==> src/rtl/ptg_pkg.sv <==
// shared types and constants of the poisson term generator
package ptg_pkg;

    localparam int MAX_TERMS    = 64;
    localparam int TAYLOR_TERMS = 22;
    localparam int SQUARINGS    = 6;

    localparam logic [31:0] EPS_FLOOR  = 32'd1;
    localparam logic [31:0] ONE_Q31    = 32'h8000_0000;
    localparam logic [63:0] ONE_Q62    = 64'h4000_0000_0000_0000;
    localparam logic [6:0]  COUNT_RST  = 7'd64;
    localparam logic [6:0]  COUNT_MAX  = 7'(MAX_TERMS);

    // configuration register indexes
    localparam logic REG_THRESHOLD  = 1'b0;
    localparam logic REG_TERM_COUNT = 1'b1;

    typedef enum logic [3:0] {
        S_IDLE,
        S_EXP_MUL,
        S_EXP_DLOAD,
        S_EXP_DIV,
        S_EXP_ACC,
        S_SQ_MUL,
        S_SQ_WB,
        S_TERM0,
        S_EMIT0,
        S_T_MUL,
        S_T_DLOAD,
        S_T_DIV,
        S_T_WB,
        S_T_EMIT
    } t_state;

    typedef enum logic [3:0] {
        OP_NONE,
        OP_LOAD,
        OP_MUL,
        OP_DLOAD,
        OP_DIV,
        OP_TAYLOR_WB,
        OP_SQ_WB,
        OP_TERM0,
        OP_TERM_WB,
        OP_EMIT
    } t_op;

    // multiplier operand pair
    typedef enum logic [1:0] {
        MS_TX,
        MS_EE,
        MS_RT
    } t_msel;

    typedef struct packed {
        t_op        op;
        t_msel      msel;
        logic [2:0] phase;
        logic [5:0] divisor;
        logic       sub;
        logic [5:0] index;
        logic       last;
        logic [6:0] cutoff;
    } t_cmd;

    typedef struct packed {
        logic       below;
        logic       out_busy;
        logic [6:0] count;
    } t_status;

endpackage

==> src/rtl/ptg_ifs.sv <==
// request channels: rate in, poisson term out
interface ptg_in_if;
    logic        valid;
    logic        ready;
    logic [23:0] rate;
    modport source (output valid, output rate, input ready);
    modport sink (input valid, input rate, output ready);
endinterface

interface ptg_out_if;
    logic        valid;
    logic        ready;
    logic [5:0]  term_index;
    logic [31:0] term_value;
    logic [6:0]  cutoff;
    logic        last;
    modport source (output valid, output term_index, output term_value, output cutoff,
                    output last, input ready);
    modport sink (input valid, input term_index, input term_value, input cutoff,
                  input last, output ready);
endinterface

==> src/rtl/ptg_dp.sv <==
// datapath: config registers, shared multiplier, divider, term registers, output register
module ptg_dp (
    input  logic               i_clk,
    input  logic               i_rst_n,
    input  logic               i_cfg_we,
    input  logic               i_cfg_idx,
    input  logic [31:0]        i_cfg_data,
    input  logic [23:0]        i_rate,
    input  ptg_pkg::t_cmd      i_cmd,
    output ptg_pkg::t_status   o_status,
    output logic               o_valid,
    input  logic               i_ready,
    output logic [5:0]         o_term_index,
    output logic [31:0]        o_term_value,
    output logic [6:0]         o_cutoff,
    output logic               o_last
);
    logic [31:0]  r_thresh;
    logic [6:0]   r_count;
    logic [23:0]  r_rate;
    logic [63:0]  r_x, r_t, r_e;
    logic [31:0]  r_term;
    logic [63:0]  r_pp;
    logic [127:0] r_acc;
    logic [63:0]  r_q;
    logic [5:0]   r_rem;
    logic         r_valid;
    logic [5:0]   r_idx;
    logic [31:0]  r_val;
    logic [6:0]   r_cut;
    logic         r_last;

    logic [63:0]  a, b;
    logic [31:0]  ah, bh;
    logic [127:0] pp_al;
    logic [6:0]   rem2;
    logic         ge;
    logic [31:0]  eff;
    logic [63:0]  rnd;
    logic [6:0]   cnt;

    always_comb begin
        unique case (i_cmd.msel)
            ptg_pkg::MS_EE: begin a = r_e; b = r_e; end
            ptg_pkg::MS_RT: begin a = {40'd0, r_rate}; b = {32'd0, r_term}; end
            default: begin a = r_t; b = r_x; end
        endcase
        ah = i_cmd.phase[1] ? a[63:32] : a[31:0];
        bh = i_cmd.phase[0] ? b[63:32] : b[31:0];
        // align the partial product registered in the previous phase
        unique case (i_cmd.phase)
            3'd1:    pp_al = {64'd0, r_pp};
            3'd2:    pp_al = {32'd0, r_pp, 32'd0};
            3'd3:    pp_al = {32'd0, r_pp, 32'd0};
            3'd4:    pp_al = {r_pp, 64'd0};
            default: pp_al = '0;
        endcase
        rem2 = {r_rem, r_q[63]};
        ge   = rem2 >= {1'b0, i_cmd.divisor};
        eff  = (r_thresh < ptg_pkg::EPS_FLOOR) ? ptg_pkg::EPS_FLOOR : r_thresh;
        rnd  = r_e + 64'h0000_0000_4000_0000;
        if (r_count == 7'd0)
            cnt = 7'd1;
        else if (r_count > ptg_pkg::COUNT_MAX)
            cnt = ptg_pkg::COUNT_MAX;
        else
            cnt = r_count;
    end

    always_ff @(posedge i_clk) begin
        if (!i_rst_n) begin
            r_thresh <= '0;
            r_count  <= ptg_pkg::COUNT_RST;
        end else if (i_cfg_we) begin
            unique case (i_cfg_idx)
                ptg_pkg::REG_THRESHOLD:  r_thresh <= i_cfg_data;
                ptg_pkg::REG_TERM_COUNT: r_count  <= i_cfg_data[6:0];
                default: ;
            endcase
        end
    end

    always_ff @(posedge i_clk) begin
        unique case (i_cmd.op)
            ptg_pkg::OP_LOAD: begin
                r_rate <= i_rate;
                r_x    <= {2'b00, i_rate, 38'd0};
                r_t    <= ptg_pkg::ONE_Q62;
                r_e    <= ptg_pkg::ONE_Q62;
            end
            ptg_pkg::OP_MUL: begin
                if (i_cmd.phase < 3'd4)
                    r_pp <= {32'd0, ah} * {32'd0, bh};
                if (i_cmd.phase == 3'd0)
                    r_acc <= '0;
                else
                    r_acc <= r_acc + pp_al;
            end
            ptg_pkg::OP_DLOAD: begin
                r_rem <= '0;
                if (i_cmd.msel == ptg_pkg::MS_RT)
                    r_q <= r_acc[81:18];
                else
                    r_q <= r_acc[125:62];
            end
            ptg_pkg::OP_DIV: begin
                r_rem <= ge ? 6'(rem2 - {1'b0, i_cmd.divisor}) : rem2[5:0];
                r_q   <= {r_q[62:0], ge};
            end
            ptg_pkg::OP_TAYLOR_WB: begin
                r_t <= r_q;
                r_e <= i_cmd.sub ? r_e - r_q : r_e + r_q;
            end
            ptg_pkg::OP_SQ_WB:   r_e <= r_acc[125:62];
            ptg_pkg::OP_TERM0:   r_term <= rnd[62:31];
            ptg_pkg::OP_TERM_WB: begin
                // saturate a term pushed above one by the rounding of term 0
                r_term <= (r_q > {32'd0, ptg_pkg::ONE_Q31}) ? ptg_pkg::ONE_Q31 : r_q[31:0];
            end
            default: ;
        endcase
    end

    always_ff @(posedge i_clk) begin
        if (!i_rst_n) begin
            r_valid <= 1'b0;
        end else if (i_cmd.op == ptg_pkg::OP_EMIT) begin
            r_valid <= 1'b1;
        end else if (i_ready) begin
            r_valid <= 1'b0;
        end
    end

    always_ff @(posedge i_clk) begin
        if (i_cmd.op == ptg_pkg::OP_EMIT) begin
            r_idx  <= i_cmd.index;
            r_val  <= r_term;
            r_cut  <= i_cmd.cutoff;
            r_last <= i_cmd.last;
        end
    end

    assign o_status.below    = r_term < eff;
    assign o_status.out_busy = r_valid;
    assign o_status.count    = cnt;
    assign o_valid      = r_valid;
    assign o_term_index = r_idx;
    assign o_term_value = r_val;
    assign o_cutoff     = r_cut;
    assign o_last       = r_last;
endmodule

==> src/rtl/ptg_ctrl.sv <==
// controller: sequences the exponential, squarings and term recurrence
module ptg_ctrl (
    input  logic               i_clk,
    input  logic               i_rst_n,
    input  logic               i_in_valid,
    output logic               o_in_ready,
    input  ptg_pkg::t_status   i_status,
    output ptg_pkg::t_cmd      o_cmd
);
    ptg_pkg::t_state r_state, n_state;
    logic [2:0] r_ph, n_ph;
    logic [5:0] r_bit, n_bit;
    logic [4:0] r_k, n_k;
    logic [2:0] r_sq, n_sq;
    logic [5:0] r_i, n_i;
    logic       at_end;

    always_ff @(posedge i_clk) begin
        if (!i_rst_n) begin
            r_state <= ptg_pkg::S_IDLE;
            r_ph    <= '0;
            r_bit   <= '0;
            r_k     <= '0;
            r_sq    <= '0;
            r_i     <= '0;
        end else begin
            r_state <= n_state;
            r_ph    <= n_ph;
            r_bit   <= n_bit;
            r_k     <= n_k;
            r_sq    <= n_sq;
            r_i     <= n_i;
        end
    end

    always_comb begin
        n_state = r_state;
        n_ph    = r_ph;
        n_bit   = r_bit;
        n_k     = r_k;
        n_sq    = r_sq;
        n_i     = r_i;
        at_end  = ({1'b0, r_i} == i_status.count - 7'd1);
        o_in_ready    = 1'b0;
        o_cmd         = '0;
        o_cmd.op      = ptg_pkg::OP_NONE;
        o_cmd.msel    = ptg_pkg::MS_TX;
        o_cmd.phase   = r_ph;
        o_cmd.divisor = 6'(r_k);
        o_cmd.sub     = r_k[0];
        o_cmd.index   = r_i;
        unique case (r_state)
            ptg_pkg::S_IDLE: begin
                o_in_ready = 1'b1;
                if (i_in_valid) begin
                    o_cmd.op = ptg_pkg::OP_LOAD;
                    n_k      = 5'd1;
                    n_ph     = '0;
                    n_state  = ptg_pkg::S_EXP_MUL;
                end
            end
            ptg_pkg::S_EXP_MUL, ptg_pkg::S_SQ_MUL, ptg_pkg::S_T_MUL: begin
                o_cmd.op   = ptg_pkg::OP_MUL;
                o_cmd.msel = (r_state == ptg_pkg::S_SQ_MUL) ? ptg_pkg::MS_EE :
                             (r_state == ptg_pkg::S_T_MUL)  ? ptg_pkg::MS_RT :
                                                              ptg_pkg::MS_TX;
                n_ph = r_ph + 3'd1;
                if (r_ph == 3'd4) begin
                    n_ph = '0;
                    unique case (r_state)
                        ptg_pkg::S_SQ_MUL: n_state = ptg_pkg::S_SQ_WB;
                        ptg_pkg::S_T_MUL:  n_state = ptg_pkg::S_T_DLOAD;
                        default:           n_state = ptg_pkg::S_EXP_DLOAD;
                    endcase
                end
            end
            ptg_pkg::S_EXP_DLOAD, ptg_pkg::S_T_DLOAD: begin
                o_cmd.op   = ptg_pkg::OP_DLOAD;
                o_cmd.msel = (r_state == ptg_pkg::S_T_DLOAD) ? ptg_pkg::MS_RT :
                                                               ptg_pkg::MS_TX;
                n_bit   = '0;
                n_state = (r_state == ptg_pkg::S_T_DLOAD) ? ptg_pkg::S_T_DIV :
                                                            ptg_pkg::S_EXP_DIV;
            end
            ptg_pkg::S_EXP_DIV, ptg_pkg::S_T_DIV: begin
                o_cmd.op      = ptg_pkg::OP_DIV;
                o_cmd.divisor = (r_state == ptg_pkg::S_T_DIV) ? r_i : 6'(r_k);
                n_bit = r_bit + 6'd1;
                if (r_bit == 6'd63)
                    n_state = (r_state == ptg_pkg::S_T_DIV) ? ptg_pkg::S_T_WB :
                                                              ptg_pkg::S_EXP_ACC;
            end
            ptg_pkg::S_EXP_ACC: begin
                o_cmd.op = ptg_pkg::OP_TAYLOR_WB;
                if (r_k == 5'(ptg_pkg::TAYLOR_TERMS)) begin
                    n_sq    = '0;
                    n_state = ptg_pkg::S_SQ_MUL;
                end else begin
                    n_k     = r_k + 5'd1;
                    n_state = ptg_pkg::S_EXP_MUL;
                end
            end
            ptg_pkg::S_SQ_WB: begin
                o_cmd.op = ptg_pkg::OP_SQ_WB;
                if (r_sq == 3'(ptg_pkg::SQUARINGS - 1)) begin
                    n_state = ptg_pkg::S_TERM0;
                end else begin
                    n_sq    = r_sq + 3'd1;
                    n_state = ptg_pkg::S_SQ_MUL;
                end
            end
            ptg_pkg::S_TERM0: begin
                o_cmd.op = ptg_pkg::OP_TERM0;
                n_i      = '0;
                n_state  = ptg_pkg::S_EMIT0;
            end
            ptg_pkg::S_EMIT0: begin
                o_cmd.last   = (i_status.count == 7'd1);
                o_cmd.cutoff = o_cmd.last ? 7'd1 : 7'd0;
                if (!i_status.out_busy) begin
                    o_cmd.op = ptg_pkg::OP_EMIT;
                    n_i      = 6'd1;
                    n_state  = o_cmd.last ? ptg_pkg::S_IDLE : ptg_pkg::S_T_MUL;
                end
            end
            ptg_pkg::S_T_WB: begin
                o_cmd.op = ptg_pkg::OP_TERM_WB;
                n_state  = ptg_pkg::S_T_EMIT;
            end
            ptg_pkg::S_T_EMIT: begin
                o_cmd.last   = i_status.below || at_end;
                o_cmd.cutoff = i_status.below ? {1'b0, r_i} :
                               at_end         ? i_status.count : 7'd0;
                if (!i_status.out_busy) begin
                    o_cmd.op = ptg_pkg::OP_EMIT;
                    n_i      = r_i + 6'd1;
                    n_state  = o_cmd.last ? ptg_pkg::S_IDLE : ptg_pkg::S_T_MUL;
                end
            end
            default: n_state = ptg_pkg::S_IDLE;
        endcase
    end
endmodule

==> src/rtl/poisson_term_generator.sv <==
// top level of the poisson term generator
// a rate request runs 22 taylor steps (each dominated by a radix-2 divide), then six
// squarings, before term 0 is ready
// each later term takes a 4-pass 32x32 multiply plus a radix-2 divide;
// one rate at a time, next rate taken after the last term
// reset: synchronous active low; threshold clears to 0, term_count returns to 64,
// the sequencer idles and the output register empties
module poisson_term_generator (
    input  logic        i_clk,
    input  logic        i_rst_n,
    input  logic        i_cfg_we,
    input  logic        i_cfg_idx,
    input  logic [31:0] i_cfg_data,
    ptg_in_if.sink      i_in,
    ptg_out_if.source   o_out
);
    ptg_pkg::t_cmd    cmd;
    ptg_pkg::t_status status;

    // sequencer: decides which step the shared units take each cycle
    ptg_ctrl u_ctrl (
        .i_clk      (i_clk),
        .i_rst_n    (i_rst_n),
        .i_in_valid (i_in.valid),
        .o_in_ready (i_in.ready),
        .i_status   (status),
        .o_cmd      (cmd)
    );

    // datapath: multiplier, divider, exponential and term registers, result register
    ptg_dp u_dp (
        .i_clk        (i_clk),
        .i_rst_n      (i_rst_n),
        .i_cfg_we     (i_cfg_we),
        .i_cfg_idx    (i_cfg_idx),
        .i_cfg_data   (i_cfg_data),
        .i_rate       (i_in.rate),
        .i_cmd        (cmd),
        .o_status     (status),
        .o_valid      (o_out.valid),
        .i_ready      (o_out.ready),
        .o_term_index (o_out.term_index),
        .o_term_value (o_out.term_value),
        .o_cutoff     (o_out.cutoff),
        .o_last       (o_out.last)
    );
endmodule

==> src/flat_wrapper.sv <==
// flat-port wrapper written by rule: the top's interface ports become plain ports
module poisson_term_generator_flat 
  (i_clk, i_rst_n, i_cfg_we, i_cfg_idx, i_cfg_data, i_in_valid, i_in_rate, i_in_ready, o_out_valid, o_out_term_index, o_out_term_value, o_out_cutoff, o_out_last, o_out_ready);
  ptg_in_if i_in_i ();
  ptg_out_if o_out_i ();
  input  logic i_clk;
  input  logic i_rst_n;
  input  logic i_cfg_we;
  input  logic i_cfg_idx;
  input  logic [31:0] i_cfg_data;
  input wire logic [$bits(i_in_i.valid)-1:0] i_in_valid;
  input wire logic [$bits(i_in_i.rate)-1:0] i_in_rate;
  output wire logic [$bits(i_in_i.ready)-1:0] i_in_ready;
  output wire logic [$bits(o_out_i.valid)-1:0] o_out_valid;
  output wire logic [$bits(o_out_i.term_index)-1:0] o_out_term_index;
  output wire logic [$bits(o_out_i.term_value)-1:0] o_out_term_value;
  output wire logic [$bits(o_out_i.cutoff)-1:0] o_out_cutoff;
  output wire logic [$bits(o_out_i.last)-1:0] o_out_last;
  input wire logic [$bits(o_out_i.ready)-1:0] o_out_ready;
  assign i_in_i.valid = i_in_valid;
  assign i_in_i.rate = i_in_rate;
  assign i_in_ready = i_in_i.ready;
  assign o_out_valid = o_out_i.valid;
  assign o_out_term_index = o_out_i.term_index;
  assign o_out_term_value = o_out_i.term_value;
  assign o_out_cutoff = o_out_i.cutoff;
  assign o_out_last = o_out_i.last;
  assign o_out_i.ready = o_out_ready;
  poisson_term_generator u_core (.i_clk(i_clk), .i_rst_n(i_rst_n), .i_cfg_we(i_cfg_we), .i_cfg_idx(i_cfg_idx), .i_cfg_data(i_cfg_data), .i_in(i_in_i), .o_out(o_out_i));
endmodule
==> config.mk <==
export PLATFORM = sky130hd
export DESIGN_NAME = poisson_term_generator_flat
export DESIGN_NICKNAME = d
export VERILOG_FILES = /design/src/rtl/ptg_pkg.sv /design/src/rtl/ptg_ifs.sv /design/src/rtl/ptg_dp.sv /design/src/rtl/ptg_ctrl.sv /design/src/rtl/poisson_term_generator.sv /design/src/flat_wrapper.sv
export SDC_FILE = /design/constraint.sdc
export NUM_CORES = 2
export LEC_CHECK = 0
export BUFFER_PORTS_ARGS = -buffer_cell sky130_fd_sc_hd__buf_2
export CELL_PAD_IN_SITES_DETAIL_PLACEMENT = 0
export CELL_PAD_IN_SITES_GLOBAL_PLACEMENT = 2
export CORE_MARGIN = 1
export CORE_UTILIZATION = 42
export CTS_CLUSTER_SIZE = 30
export DETAILED_ROUTE_END_ITERATION = 8
export GPL_TIMING_DRIVEN = 1
export PLACE_DENSITY = 0.94
export SYNTH_ARGS = -nofsm -noshare
export SYNTH_HDL_FRONTEND = slang
export SYNTH_SLANG_ARGS = --single-unit
==> constraint.sdc <==
create_clock -name i_clk -period 11.6 [get_ports i_clk]
set_input_delay 1.16 -clock i_clk [delete_from_list [all_inputs] [get_ports i_clk]]
set_output_delay 1.16 -clock i_clk [all_outputs]
set_load 0.02 [all_outputs]
==> results.txt <==
Most frequent cells in the layout = inv_1, nand2_1, nor2_1
Max Cap Viol = 0
Worst-case reg-to-reg path depth = 36
Yosys warnings = 0
R2r endpoint = u_core.u_dp.r_pp[62]
Gate Count Post-Synth = 7854
CP Buf/Inv Count = 7
P&R area growth vs syn = 8.29%
Post-DP HPWL = 223000 microns
FF-to-FF Start = u_core.u_ctrl.r_state[0]
IR drop worst, VDD = 0.258 mV
CTS root buf = clkbuf_16
Final wirelength = 278000 microns
Syn nets = 9320
EDFF count, synth = 490
Site Rows = 149
WL/cell = 27.6 microns
Vias in the first global route = 58700
Reg2Reg Setup Slack = 0.45 ns
Register bit total from synthesis = 557
Hold WC Path Type = reg -> reg
Clock-pin slew on the worst setup and hold paths = 0.06 ns
Final #Nets = 9283
Setup violators final = 0
Setup crit end = u_core.u_dp.r_pp[62]
Period utilisation layout = 96.1%
Hold Vio Cnt, Final = 0
Total negative slack = 0 ns
Area of the multi-input gates = 49300 sq um
Residual DRC = 0
Horiz. Die Dim = 411 microns
First-pass GRT wire length = 405000 microns
Register area share after synthesis = 22.8%
Fill cell count = 16100
Status = finished, final reports clean
Least-Margin Pin Slew = 1.14 ns
Worst setup path class = reg -> reg
Clock sink total = 557
Critical Path Start = u_core.u_ctrl.r_state[0]
Pin count of the biggest net entering global routing = 98
Top FF cell, synth = edfxtp_1
LEAKAGE = 33.5 nW
Max Transition Viols Final = 0
GRT Total Usage = 32.7%
Grt ovf = 0
Cell with the largest stage delay on the worst path = o21ai_2
Gpl congestion = 1.04
Starting Density = 42.5%
Clock Tree Buf Depth = 3
Final Critical Period = 11.15 ns
Cell Pwr Density = 243 nW/um^2
Clk_skew = 0.0367 ns
CORE AREA = 166000 sq um
DR vias = 59600
Final ANT Viol Nets = 0
Num CTS Buffers = 61
Slew margin rel. = 23.5%
Crit path DAT = 11.59 ns
Synth unique cells = 86
Element type at the critical path start = flop
Layout cells sized above 1 = 6.95%
Slowest cell delay on critical path = 0.73 ns
Boundary pin count = 110
Fmax = 89.7 MHz
Die Height = 411 microns
IO buf count = 109
Worst-path maximum fanout = 54
First-pass DRT Iterations = 6
Sequential cell area = 16100 sq um
Crit. path cell count = 36
Unrepaired setup endpoints after global routing = false
Initial antenna violation count = 22
DIE AREA = 169000 sq um
Placed Instance Area = 74100 sq um
CTS tree = built
Post-route cell area = 76200 sq um
Avg Cell Area, Syn = 8.96 sq um
CTS Hold Bufs = 0
Top Family by Delay on Critical Path = adder cells
H-tree depth = 2
Synth async-reset ratio = 0%
CP endpoint kind = flop
Required time worst endpoint = 12.04 ns
Most common cell after layout, fill and taps aside = inv_1
Most Frequent Cell on Critical Path = fa_1
Clock latency on the worst-skew pair = 0.69 ns
Vias per inst = 5.91
Total Power = 18.5 mW
Mapped Area = 70400 sq um
1st-iter DRT viols = 7276
-- where the power goes --
part | internal [mW] | switching [mW] | total (mW)
logic | 4.18 | 7.97 | 12.1
clock network | 1.16 | 0.938 | 2.10
registers | 3.10 | 1.18 | 4.29
total | 8.44 | 10.1 | 18.5
-- worst reg2reg max path, delay by kind of cell, from the launching register on --
kind	cells	cell delay, ns
adders and majority gates	10	4.86
buffers and inverters	7	1.12
xor gates and xnor gates	2	0.25
and+or+nand+nor	6	1.35
AOI/OAI and AO/OA	11	2.89
DFF	1	0.45
-- synth_stat cells, types with 9 or more instances --
master      n  share of area [%]
a21o_1    178                1.9
ha_1      505                9.0
o211ai_1   14               0.15
a22oi_1    11               0.12
nand3_1    84               0.60
o21ai_0   342                2.4
o21bai_1   53               0.57
xnor2_1   222                2.8
clkbuf_1  383                2.0
or2_2      16               0.14
dfxtp_1    67                1.9
a221oi_1   49               0.61
a211oi_1   46               0.49
a31oi_1    46               0.41
nand2_1   959                5.1
and3_1    117                1.0
o41ai_1     9               0.11
xor2_1    127                1.6
nor2_1    955                5.1
mux2i_1    96                1.4
a211o_1    15               0.19
nor3_1     56               0.40
o31a_1      9               0.11
buf_1      41               0.22
inv_1     998                5.3
nor4_1     22               0.20
a21oi_1   418                3.0
nand2b_1   63               0.56
nor2b_1    57               0.51
edfxtp_1  490                 21
o21a_1     60               0.64
and2_1     64               0.57
or3_1      13               0.12
o31ai_1    15               0.16
fa_1      899                 26
nand4_1    80               0.71
a22o_1     72               0.90
a21boi_0   52               0.55
o21ai_1    20               0.14
a221o_1    11               0.16
-- routing by layer --
metal	track usage (%)	wire length [microns]
met5	0	76
met4	12.7	13200
met3	7.47	29700
met2	48.7	119000
met1	46.0	116000
-- kinds of logic (layout without fill, tap and decap cells) --
group           count (synthesis)  in the layout  synth area share [%]
mux                           100            100                  1.43
simple gates                 2525           2525                  15.5
other cells                     0             12                     0
flops                         557            557                  22.8
fa+ha+maj                    1404           1404                  34.6
compound gates               1494           1494                  13.7
xor+xnor                      349            349                  4.34
buf+inv                      1425           1439                  7.61
-- cell type report --
type / instances / area share [%]
multi-input combinational: 5872 / 64.7
sequential: 557 / 21.1
inverter: 998 / 4.92
tap: 2189 / 3.59
timing repair buffer: 327 / 2.96
clock buffer: 67 / 2.05
clock inverter: 47 / 0.675
antenna: 12 / 0.0394
-- registers in the layout, summed over array words and instances (netlist names), 4 cells and up --
signal and cells:
u_core.u_dp.r_x 24, u_core.u_dp.r_rem 6, u_core.u_dp.r_count 7, u_core.u_dp.r_term 32, u_core.u_ctrl.r_i 6, u_core.u_dp.o_term_index 6, u_core.u_dp.r_thresh 32, u_core.u_dp.o_cutoff 7
u_core.u_dp.r_acc 126, u_core.u_ctrl.r_k 5, u_core.u_ctrl.r_bit 6, u_core.u_dp.r_e 64, u_core.u_dp.r_q 64, u_core.u_ctrl.r_state 4, u_core.u_dp.o_term_value 32, u_core.u_dp.r_pp 64
u_core.u_dp.r_t 64
-- through the flow --
step / utilization, % / worst slack, ns / cells / hold slack (ns)
6_report: 46.0 / 0.451 / 10100 / 0.488
4_1_cts: 46.0 / 0.503 / 10100 / 0.490
3_3_place_gp: 44.7 / 0.626 / 9943 / 0.469
2_1_floorplan: - / 1.18 / 7854 / 0.406
3_5_place_dp: 44.7 / 0.581 / 9943 / 0.479
5_1_grt: 46.0 / 0.0504 / 10100 / 0.514
-- timing repair --
action / 4_1_cts / 5_1_grt
setup buffers: 0 / 0
gates resized for setup: 0 / 1
endpoints found under the setup margin: 0 / 2
-- how the worst min path moves through the flow --
| stage | slack, ns | depth (start not counted) | to | startpoint |
|---|---|---|---|---|
| after CTS | 0.49 | 2 | u_core.u_dp.r_thresh[0] | u_core.u_dp.r_thresh[0] |
| after floorplan | 0.41 | 0 | u_core.u_dp.o_term_index[2] | u_core.u_ctrl.r_i[2] |
| final | 0.49 | 2 | u_core.u_ctrl.r_bit[1] | u_core.u_ctrl.r_bit[1] |
| after global placement | 0.47 | 2 | u_core.u_ctrl.r_bit[1] | u_core.u_ctrl.r_bit[1] |
| after detailed placement | 0.48 | 2 | u_core.u_dp.r_thresh[24] | u_core.u_dp.r_thresh[24] |
| after global routing | 0.51 | 2 | u_core.u_dp.r_thresh[8] | u_core.u_dp.r_thresh[8] |
Power figures use the tool's default switching activity.
